File: src/rtl/mmr_pkg.sv
// ----------------------------------------------------------------------------
// mmr_pkg: shared types and constants of the min/max range rescaler
// Sizes of the sample store, arithmetic widths, register indexes and the
// command/status bundles between controller and datapath.
// ----------------------------------------------------------------------------
package mmr_pkg;

  // Frame capacity (2..64)
  localparam int unsigned MaxSamples = 64;
  localparam int unsigned AddrW      = $clog2(MaxSamples);
  localparam int unsigned CntW       = $clog2(MaxSamples + 1);

  localparam int unsigned DataW  = 16;           // sample / target width
  localparam int unsigned WideW  = DataW + 1;    // differences of two samples
  localparam int unsigned ProdW  = 2 * DataW + 1; // signed product of diff and span
  localparam int unsigned MagW   = 2 * DataW;    // product magnitude
  localparam int unsigned QuotW  = DataW;        // quotient magnitude
  localparam int unsigned StepW  = $clog2(QuotW);
  localparam int unsigned SumW   = DataW + 2;

  // Configuration register indexes
  localparam int unsigned CfgIdxW = 1;
  localparam logic [CfgIdxW-1:0] CfgOutLow  = 1'd0;
  localparam logic [CfgIdxW-1:0] CfgOutHigh = 1'd1;

  localparam logic signed [DataW-1:0] OutLowRst  = 16'sd0;
  localparam logic signed [DataW-1:0] OutHighRst = 16'sd32767;

  // Controller -> datapath
  typedef struct packed {
    logic load;       // sample beat accepted
    logic rd;         // read next stored sample
    logic mul;        // form (x - min) * span
    logic div_start;  // launch the divider
    logic fin;        // finish result into output register
    logic clear;      // end of frame, reset frame state
  } cmd_t;

  // Datapath -> controller
  typedef struct packed {
    logic res_last;   // result in output register is the frame's last
    logic div_done;   // divider has a quotient
  } stat_t;

endpackage

File: src/rtl/min_max_range_rescaler.sv
// ----------------------------------------------------------------------------
// min_max_range_rescaler: frame-based min/max range normalizer
// Stores a frame of signed 16-bit samples and replays them linearly
// rescaled so the frame minimum maps to out_low and the maximum to out_high.
// ----------------------------------------------------------------------------
// Usage:
//  - Input stream (s_axis_*): one sample per beat, tlast marks the frame's
//    last sample. Up to 64 samples are stored; further beats are dropped,
//    excluded from min/max, and flag the frame as overflowed.
//  - Output stream (m_axis_*): one beat per stored sample, in arrival order,
//    scaled = (x - min) * (out_high - out_low) / (max - min) + out_low,
//    quotient truncated toward zero, clamped to 16 bits. A flat frame
//    (max == min) yields out_low with the flat flag set.
//  - Config port: cfg_we_i writes cfg_wdata_i into out_low (index 0) or
//    out_high (index 1). Write only while no frame is in flight.
//  - Loading accepts one sample per cycle. Each result, when the sink is
//    ready, goes through RAM read, multiply, radix-2 divider start and run,
//    finish, and the output beat; results are produced one at a time.
//  - s_axis_tready is low from the frame's last beat until its last result
//    is taken; loading of the next frame starts the cycle after that.
//  - A stalled sink holds the result register and freezes the sequencer.
//  - Reset: out_low = 0, out_high = 32767, frame state cleared, both
//    streams idle. The sample store itself is not cleared.
// ----------------------------------------------------------------------------
module min_max_range_rescaler (
  input  logic                              clk_i,
  input  logic                              rst_ni,
  // input stream
  input  logic                              s_axis_tvalid,
  output logic                              s_axis_tready,
  input  logic [15:0]                       s_axis_tdata,  // [15:0] sample
  input  logic                              s_axis_tlast,  // frame_end
  // output stream
  output logic                              m_axis_tvalid,
  input  logic                              m_axis_tready,
  output logic [15:0]                       m_axis_tdata,  // [15:0] scaled
  output logic                              m_axis_tlast,  // is_last
  output logic [1:0]                        m_axis_tuser,  // [0] flat_frame, [1] overflowed
  // configuration
  input  logic                              cfg_we_i,
  input  logic [mmr_pkg::CfgIdxW-1:0]       cfg_addr_i,
  input  logic [mmr_pkg::DataW-1:0]         cfg_wdata_i
);

  mmr_pkg::cmd_t                    cmd;
  mmr_pkg::stat_t                   stat;
  logic signed [mmr_pkg::DataW-1:0] scaled;
  logic                             flat, ovf;

  // Sequencer: handshakes and command strobes
  mmr_ctrl u_ctrl (
    .clk_i     (clk_i),
    .rst_ni    (rst_ni),
    .s_tvalid_i(s_axis_tvalid),
    .s_tlast_i (s_axis_tlast),
    .s_tready_o(s_axis_tready),
    .m_tvalid_o(m_axis_tvalid),
    .m_tready_i(m_axis_tready),
    .stat_i    (stat),
    .cmd_o     (cmd)
  );

  // Store, statistics, multiply/divide and result register
  mmr_datapath u_dp (
    .clk_i      (clk_i),
    .rst_ni     (rst_ni),
    .cmd_i      (cmd),
    .stat_o     (stat),
    .cfg_we_i   (cfg_we_i),
    .cfg_addr_i (cfg_addr_i),
    .cfg_wdata_i(cfg_wdata_i),
    .sample_i   ($signed(s_axis_tdata)),
    .scaled_o   (scaled),
    .is_last_o  (m_axis_tlast),
    .flat_o     (flat),
    .ovf_o      (ovf)
  );

  assign m_axis_tdata = scaled;
  assign m_axis_tuser = {ovf, flat};

endmodule

File: src/rtl/mmr_ram.sv
// ----------------------------------------------------------------------------
// mmr_ram: generic single-write, single-read RAM
// One write port, one read port with registered read data.
// ----------------------------------------------------------------------------
module mmr_ram #(
  parameter int unsigned Width = 16,
  parameter int unsigned Depth = 64,
  localparam int unsigned AddrW = $clog2(Depth)
) (
  input  logic             clk_i,
  input  logic             we_i,
  input  logic [AddrW-1:0] waddr_i,
  input  logic [Width-1:0] wdata_i,
  input  logic             re_i,
  input  logic [AddrW-1:0] raddr_i,
  output logic [Width-1:0] rdata_o
);

  logic [Width-1:0] mem [Depth];
  logic [Width-1:0] rdata_q;

  always_ff @(posedge clk_i) begin
    if (we_i) begin
      mem[waddr_i] <= wdata_i;
    end
    if (re_i) begin
      rdata_q <= mem[raddr_i];
    end
  end

  assign rdata_o = rdata_q;

endmodule

File: src/rtl/mmr_div.sv
// ----------------------------------------------------------------------------
// mmr_div: radix-2 restoring divider
// Unsigned divide of a 32-bit magnitude by a 16-bit divisor, one quotient
// bit per cycle. The caller guarantees the quotient fits in 16 bits.
// ----------------------------------------------------------------------------
module mmr_div (
  input  logic                        clk_i,
  input  logic                        rst_ni,
  input  logic                        start_i,
  input  logic [mmr_pkg::MagW-1:0]    dividend_i,
  input  logic [mmr_pkg::DataW-1:0]   divisor_i,
  output logic                        done_o,
  output logic [mmr_pkg::QuotW-1:0]   quot_o
);

  logic [mmr_pkg::DataW-1:0]  rem_q, rem_d;
  logic [mmr_pkg::QuotW-1:0]  shf_q, shf_d;
  logic [mmr_pkg::StepW-1:0]  step_q, step_d;
  logic                       busy_q, busy_d;
  logic                       done_q, done_d;
  logic [mmr_pkg::DataW:0]    trial;
  logic                       ge;

  // shf holds the low dividend bits on the way out and quotient bits on the way in
  assign trial = {rem_q, shf_q[mmr_pkg::QuotW-1]};
  assign ge    = (trial >= {1'b0, divisor_i});

  always_comb begin
    rem_d  = rem_q;
    shf_d  = shf_q;
    step_d = step_q;
    busy_d = busy_q;
    done_d = 1'b0;
    if (start_i) begin
      rem_d  = dividend_i[mmr_pkg::MagW-1 -: mmr_pkg::DataW];
      shf_d  = dividend_i[mmr_pkg::QuotW-1:0];
      step_d = '0;
      busy_d = 1'b1;
    end else if (busy_q) begin
      rem_d  = ge ? mmr_pkg::DataW'(trial - {1'b0, divisor_i})
                  : trial[mmr_pkg::DataW-1:0];
      shf_d  = {shf_q[mmr_pkg::QuotW-2:0], ge};
      step_d = step_q + 1'b1;
      if (step_q == mmr_pkg::StepW'(mmr_pkg::QuotW - 1)) begin
        busy_d = 1'b0;
        done_d = 1'b1;
      end
    end
  end

  always_ff @(posedge clk_i or negedge rst_ni) begin
    if (!rst_ni) begin
      busy_q <= 1'b0;
      done_q <= 1'b0;
      step_q <= '0;
    end else begin
      busy_q <= busy_d;
      done_q <= done_d;
      step_q <= step_d;
    end
  end

  always_ff @(posedge clk_i) begin
    rem_q <= rem_d;
    shf_q <= shf_d;
  end

  assign done_o = done_q;
  assign quot_o = shf_q;

endmodule

File: src/rtl/mmr_datapath.sv
// ----------------------------------------------------------------------------
// mmr_datapath: store, min/max tracking and rescale arithmetic
// Holds the target registers, the sample RAM, frame statistics, the
// multiplier stage, the divider and the output payload register.
// ----------------------------------------------------------------------------
module mmr_datapath (
  input  logic                                clk_i,
  input  logic                                rst_ni,
  input  mmr_pkg::cmd_t                       cmd_i,
  output mmr_pkg::stat_t                      stat_o,
  input  logic                                cfg_we_i,
  input  logic [mmr_pkg::CfgIdxW-1:0]         cfg_addr_i,
  input  logic [mmr_pkg::DataW-1:0]           cfg_wdata_i,
  input  logic signed [mmr_pkg::DataW-1:0]    sample_i,
  output logic signed [mmr_pkg::DataW-1:0]    scaled_o,
  output logic                                is_last_o,
  output logic                                flat_o,
  output logic                                ovf_o
);

  logic signed [mmr_pkg::DataW-1:0] out_low_q, out_high_q;
  logic [mmr_pkg::CntW-1:0]         count_q, rd_idx_q;
  logic signed [mmr_pkg::DataW-1:0] min_q, max_q;
  logic                             drop_q;
  logic                             has_room;
  logic [mmr_pkg::DataW-1:0]        rdata;

  logic signed [mmr_pkg::WideW-1:0] range_w, diff, span;
  logic [mmr_pkg::DataW-1:0]        range_u;
  logic                             flat;
  logic signed [mmr_pkg::ProdW-1:0] prod_q;
  logic                             neg_q;
  logic [mmr_pkg::MagW-1:0]         mag;
  logic                             div_done;
  logic [mmr_pkg::QuotW-1:0]        quot;
  logic signed [mmr_pkg::WideW-1:0] quot_s;
  logic signed [mmr_pkg::SumW-1:0]  sum;
  logic signed [mmr_pkg::DataW-1:0] sat;

  logic                             last_pend_q;
  logic signed [mmr_pkg::DataW-1:0] scaled_q;
  logic                             is_last_q, flat_q, ovf_q;

  // Target registers
  always_ff @(posedge clk_i or negedge rst_ni) begin
    if (!rst_ni) begin
      out_low_q  <= mmr_pkg::OutLowRst;
      out_high_q <= mmr_pkg::OutHighRst;
    end else if (cfg_we_i) begin
      case (cfg_addr_i)
        mmr_pkg::CfgOutLow:  out_low_q  <= cfg_wdata_i;
        mmr_pkg::CfgOutHigh: out_high_q <= cfg_wdata_i;
        default: ;
      endcase
    end
  end

  assign has_room = (count_q < mmr_pkg::CntW'(mmr_pkg::MaxSamples));

  // Frame statistics and read pointer
  always_ff @(posedge clk_i or negedge rst_ni) begin
    if (!rst_ni) begin
      count_q     <= '0;
      rd_idx_q    <= '0;
      min_q       <= '0;
      max_q       <= '0;
      drop_q      <= 1'b0;
      last_pend_q <= 1'b0;
    end else if (cmd_i.clear) begin
      count_q  <= '0;
      rd_idx_q <= '0;
      min_q    <= '0;
      max_q    <= '0;
      drop_q   <= 1'b0;
    end else begin
      if (cmd_i.load) begin
        if (has_room) begin
          count_q <= count_q + 1'b1;
          if (count_q == '0) begin
            min_q <= sample_i;
            max_q <= sample_i;
          end else begin
            if (sample_i < min_q) min_q <= sample_i;
            if (sample_i > max_q) max_q <= sample_i;
          end
        end else begin
          drop_q <= 1'b1;
        end
      end
      if (cmd_i.rd) begin
        rd_idx_q    <= rd_idx_q + 1'b1;
        last_pend_q <= ((rd_idx_q + 1'b1) == count_q);
      end
    end
  end

  mmr_ram #(
    .Width(mmr_pkg::DataW),
    .Depth(mmr_pkg::MaxSamples)
  ) u_store (
    .clk_i  (clk_i),
    .we_i   (cmd_i.load & has_room),
    .waddr_i(count_q[mmr_pkg::AddrW-1:0]),
    .wdata_i(sample_i),
    .re_i   (cmd_i.rd),
    .raddr_i(rd_idx_q[mmr_pkg::AddrW-1:0]),
    .rdata_o(rdata)
  );

  // range = max - min is never negative; span may be
  assign range_w = {max_q[mmr_pkg::DataW-1], max_q} - {min_q[mmr_pkg::DataW-1], min_q};
  assign range_u = range_w[mmr_pkg::DataW-1:0];
  assign flat    = (range_u == '0);
  assign diff    = {rdata[mmr_pkg::DataW-1], rdata} - {min_q[mmr_pkg::DataW-1], min_q};
  assign span    = {out_high_q[mmr_pkg::DataW-1], out_high_q}
                 - {out_low_q[mmr_pkg::DataW-1], out_low_q};

  always_ff @(posedge clk_i) begin
    if (cmd_i.mul) begin
      prod_q <= mmr_pkg::ProdW'(diff) * mmr_pkg::ProdW'(span);
    end
    if (cmd_i.div_start) begin
      neg_q <= prod_q[mmr_pkg::ProdW-1];
    end
  end

  // |product| <= 65535 * 65535 fits the magnitude width
  assign mag = prod_q[mmr_pkg::ProdW-1] ? mmr_pkg::MagW'(-prod_q)
                                       : prod_q[mmr_pkg::MagW-1:0];

  mmr_div u_div (
    .clk_i     (clk_i),
    .rst_ni    (rst_ni),
    .start_i   (cmd_i.div_start),
    .dividend_i(mag),
    .divisor_i (range_u),
    .done_o    (div_done),
    .quot_o    (quot)
  );

  // Signed quotient truncates toward zero; then offset and clamp
  assign quot_s = neg_q ? -$signed({1'b0, quot}) : $signed({1'b0, quot});
  assign sum    = mmr_pkg::SumW'(quot_s) + mmr_pkg::SumW'(out_low_q);

  always_comb begin
    if (sum > mmr_pkg::SumW'(32767)) begin
      sat = 16'sh7fff;
    end else if (sum < -mmr_pkg::SumW'(32768)) begin
      sat = 16'sh8000;
    end else begin
      sat = sum[mmr_pkg::DataW-1:0];
    end
  end

  always_ff @(posedge clk_i) begin
    if (cmd_i.fin) begin
      scaled_q  <= flat ? out_low_q : sat;
      is_last_q <= last_pend_q;
      flat_q    <= flat;
      ovf_q     <= drop_q;
    end
  end

  assign stat_o.res_last = is_last_q;
  assign stat_o.div_done = div_done;

  assign scaled_o  = scaled_q;
  assign is_last_o = is_last_q;
  assign flat_o    = flat_q;
  assign ovf_o     = ovf_q;

endmodule

File: src/rtl/mmr_ctrl.sv
// ----------------------------------------------------------------------------
// mmr_ctrl: frame sequencer
// Loads samples until the last beat of a frame, then walks the store one
// result at a time through multiply, divide and output handshake.
// ----------------------------------------------------------------------------
module mmr_ctrl (
  input  logic            clk_i,
  input  logic            rst_ni,
  input  logic            s_tvalid_i,
  input  logic            s_tlast_i,
  output logic            s_tready_o,
  output logic            m_tvalid_o,
  input  logic            m_tready_i,
  input  mmr_pkg::stat_t  stat_i,
  output mmr_pkg::cmd_t   cmd_o
);

  typedef enum logic [2:0] {
    StLoad,
    StRead,
    StMult,
    StDivGo,
    StDivWait,
    StFin,
    StSend
  } state_e;

  state_e state_q, state_d;
  logic   m_tvalid_q, m_tvalid_d;
  logic   s_beat, m_beat;

  assign s_beat = s_tvalid_i & (state_q == StLoad);
  assign m_beat = m_tvalid_q & m_tready_i;

  always_comb begin
    state_d    = state_q;
    m_tvalid_d = m_tvalid_q;
    case (state_q)
      StLoad:    if (s_beat && s_tlast_i) state_d = StRead;
      StRead:    state_d = StMult;
      StMult:    state_d = StDivGo;
      StDivGo:   state_d = StDivWait;
      StDivWait: if (stat_i.div_done) state_d = StFin;
      StFin: begin
        state_d    = StSend;
        m_tvalid_d = 1'b1;
      end
      StSend: begin
        if (m_beat) begin
          m_tvalid_d = 1'b0;
          state_d    = stat_i.res_last ? StLoad : StRead;
        end
      end
      default: state_d = StLoad;
    endcase
  end

  always_ff @(posedge clk_i or negedge rst_ni) begin
    if (!rst_ni) begin
      state_q    <= StLoad;
      m_tvalid_q <= 1'b0;
    end else begin
      state_q    <= state_d;
      m_tvalid_q <= m_tvalid_d;
    end
  end

  always_comb begin
    cmd_o           = '0;
    cmd_o.load      = s_beat;
    cmd_o.rd        = (state_q == StRead);
    cmd_o.mul       = (state_q == StMult);
    cmd_o.div_start = (state_q == StDivGo);
    cmd_o.fin       = (state_q == StFin);
    cmd_o.clear     = (state_q == StSend) & m_beat & stat_i.res_last;
  end

  assign s_tready_o = (state_q == StLoad);
  assign m_tvalid_o = m_tvalid_q;

endmodule

File: config.mk
export PLATFORM = sky130hd
export DESIGN_NAME = min_max_range_rescaler
export DESIGN_NICKNAME = d
export VERILOG_FILES = /design/src/rtl/mmr_pkg.sv /design/src/rtl/min_max_range_rescaler.sv /design/src/rtl/mmr_ram.sv /design/src/rtl/mmr_div.sv /design/src/rtl/mmr_datapath.sv /design/src/rtl/mmr_ctrl.sv
export SDC_FILE = /design/constraint.sdc
export NUM_CORES = 2
export LEC_CHECK = 0
export BUFFER_PORTS_ARGS = -buffer_cell sky130_fd_sc_hd__buf_2
export CORE_MARGIN = 2
export CORE_UTILIZATION = 46
export DETAILED_ROUTE_END_ITERATION = 8
export PLACE_DENSITY = 0.58
export SETUP_SLACK_MARGIN = 0.05
export SLEW_MARGIN = 30
export SYNTH_ARGS = -nofsm -noshare
export SYNTH_HDL_FRONTEND = slang
export SYNTH_SLANG_ARGS = --single-unit
export TNS_END_PERCENT = 5
File: constraint.sdc
create_clock -name clk_i -period 12.05 [get_ports clk_i]
set_clock_uncertainty 0.2 [all_clocks]
set_input_delay 1.205 -clock clk_i [delete_from_list [all_inputs] [get_ports clk_i]]
set_output_delay 1.205 -clock clk_i [all_outputs]
set_load 0.02 [all_outputs]
==> results.toml <==
[outcome]
status = "finished clean"

[timing]
hold_violations = 0
period_share_pct = 77.6
fmax_mhz = 107
tightest_slew_ns = 1.02
post-route-min-period_ns = 9.35
setup_tns_ns = 0
final-setup-viol-count = 0
fin_ws_ns = 2.70
final_max_slew_viol_count = 0
slew_headroom_pct = 32.0
rsz0062_at_grt = "false"

[detailed_routing]
vias = 34200
via_per_inst = 5.63
ant_nets = 0
post_drt_wl_per_cell_um = 25.2
dr.pass1.iters = 5
drc = 0
drt_iter0_drc = 2657
routed_wl_mm = 153

[run]
drv_cap = 0

[clock_network]
cts_max_level = 4
cts_buffer_depth = 3
ctsHoldBuffers = 0
cts.clk_slew.worst_paths_ns = 0.06
cts_tree = "done"
cts_root_buf = "clkbuf_16"
cts_setup_buffers = 0
cts_made_buffers = 134
clock_sinks = 1215
clk_latency_ns = 0.77
cts_resized = 0

[critical_path]
rr_worst_depth = 34
critical_path.slowest_cell = "a211o_1"
reg2reg_to = "u_dp.prod_q[32]"
path_max_fanout = 17
arrival_ns = 9.60
startpoint = "u_dp.min_q[1]"
crit_type = "reg -> reg"
critPathMaxStageDelay_ns = 0.63
start_kind = "register"
regToRegStartpoint = "u_dp.min_q[1]"
endpoint_kind = "register"
r2r_setup_slack_ns = 2.70
required_ns = 12.30

[yosys]
synthSimpleGateAreaFrac_pct = 5.74
synthArstFlopShare_pct = 7.41
ys_seq_elements = 1215
synth_nets = 4559
synth_ff_type = "edfxtp_1"
avgSynthCellArea_um2 = 15.5
synth_compound_area_share_pct = 4.20
synth.area.mux_share_pct = 13.1
ys_warn_count = 0
synth_cell_types = 87
synth-xor-area-share_pct = 2.31
synth_top_family_by_area = "adder cells"
synth_cells = 4025
synth_edf_count = 1125
yosysSeqAreaShare_pct = 57.7
syn-cell-area_um2 = 62400
synthAdderAreaFrac_pct = 13.5

[die]
start_util_pct = 46.2
dieArea_um2 = 139000
core_area_um2 = 135000
fp.dieH_um = 372
num_io_pins = 60
die_w_um = 372
num_rows = 135

[global_routing]
grt-ovfl-total = 0
grt_max_degree = 128
track_usage_pct = 22.7
grt_pass1_vias = 35400
antenna_found_initial = 4
grt_pass1_wl_mm = 231

[layout]
area_growth_pct = 11.9
nFillCells = 11200
fin_nets = 4733
seqCellArea_um2 = 36100
final_common_cell = "edfxtp_1"
fin_area_um2 = 69900
drive_above_1_share_pct = 19.0
layout_common_cells = "edfxtp_1, inv_1, mux4_2, fa_1, nand2_1"
utilization_pct = 51.7
multi_input_area_um2 = 24300

[place]
gp_congestion = 0.858
dp_hpwl_mm = 104
dp_slack_ns = 2.70
io_buffers = 59
place_area_um2 = 65400

[worst_hold_path]
min_path_type = "in -> async"
-- critical path, delay by kind of cell, from the launching register on --
family / cells / cell delay (ns)
fa+ha+maj: 8 / 3.66
compound gates: 14 / 3.53
simple gates: 5 / 0.72
buf+inv: 6 / 0.42
flops: 1 / 0.41
xor+xnor: 1 / 0.11
-- per-stage QoR --
stage,hold WS [ns],instances
2_1_floorplan,0.225,4025
3_3_place_gp,0.287,5844
3_5_place_dp,0.293,5844
4_1_cts,0.169,6083
5_1_grt,0.192,6083
6_report,0.202,6086
-- layer usage --
| metal | GRT usage (%) | part of all wire (%) | up-vias |
|---|---|---|---|
| met4 | 6.08 | 2.4 | 0 |
| met1 | 30.0 | 41 | 18000 |
| met3 | 2.87 | 4.3 | 200 |
| li1 | - | - | 15200 |
| met5 | 0 | 0 | - |
| met2 | 39.6 | 52 | 867 |
-- cells by family after synthesis --
family          Yosys count
simple gates            786
compound gates          409
fa+ha+maj               495
flops                  1215
mux                     394
xor+xnor                164
buf+inv                 562
-- synth_stat cells, types with 9 or more instances --
library cell,number,area share (%)
edfxtp_1,1125,54
inv_1,409,2.5
mux4_2,336,12
fa_1,295,9.5
nand2_1,277,1.7
nor2_1,266,1.6
ha_1,200,4.0
clkbuf_1,122,0.73
o21ai_0,116,0.93
xnor2_1,102,1.4
a21oi_1,99,0.79
dfrtp_1,75,3.0
xor2_1,61,0.86
mux2_2,49,0.88
a21o_1,47,0.57
nand2b_1,40,0.40
nor2b_1,35,0.35
nand3_1,30,0.24
and2_1,29,0.29
o21a_1,28,0.34
buf_1,24,0.14
nor3_1,24,0.19
o31ai_1,19,0.23
and3_1,15,0.15
dfstp_2,15,0.63
or3_1,13,0.13
nand4_1,11,0.11
a31oi_1,9,0.090
mux2i_1,9,0.14
o211ai_1,9,0.11
-- state kept, by name (all words and copies together), names as in the netlist, 3 cells and up --
| signal | cells |
|---|---|
| u_dp.u_store.mem | 1024 |
| u_dp.prod_q | 33 |
| u_dp.max_q | 16 |
| u_dp.min_q | 16 |
| u_dp.out_high_q | 16 |
| u_dp.out_low_q | 16 |
| u_dp.scaled_o | 16 |
| u_dp.u_div.quot_o | 16 |
| u_dp.u_div.rem_q | 16 |
| u_dp.u_store.rdata_o | 16 |
| u_dp.count_q | 7 |
| u_dp.rd_idx_q | 7 |
| u_dp.u_div.step_q | 4 |
| u_ctrl.state_q | 3 |
-- how the worst max path moves through the flow --
stage	end	slack (ns)	depth (start not counted)
after floorplan	u_dp.prod_q[32]	3.39	36
after global placement	u_dp.prod_q[32]	2.85	35
after detailed placement	u_dp.prod_q[32]	2.70	33
after CTS	u_dp.prod_q[32]	2.65	34
after global routing	u_dp.prod_q[32]	2.01	34
final	u_dp.prod_q[32]	2.70	34
-- final cells by class --
| class | count | area share, % |
|---|---|---|
| inverters | 410 | 2.20 |
| clock buffers | 164 | 5.05 |
| multi-input cells | 2248 | 34.8 |
| clock inverters | 75 | 1.28 |
| flip-flops and latches | 1215 | 51.6 |
| repair buffers | 190 | 1.87 |
| well taps | 1781 | 3.19 |
| diodes | 3 | 0.0107 |
Power is left out: the tool's default activity adds up to more than one toggle a clock period on the data nets, which glitch-free logic cannot reach.
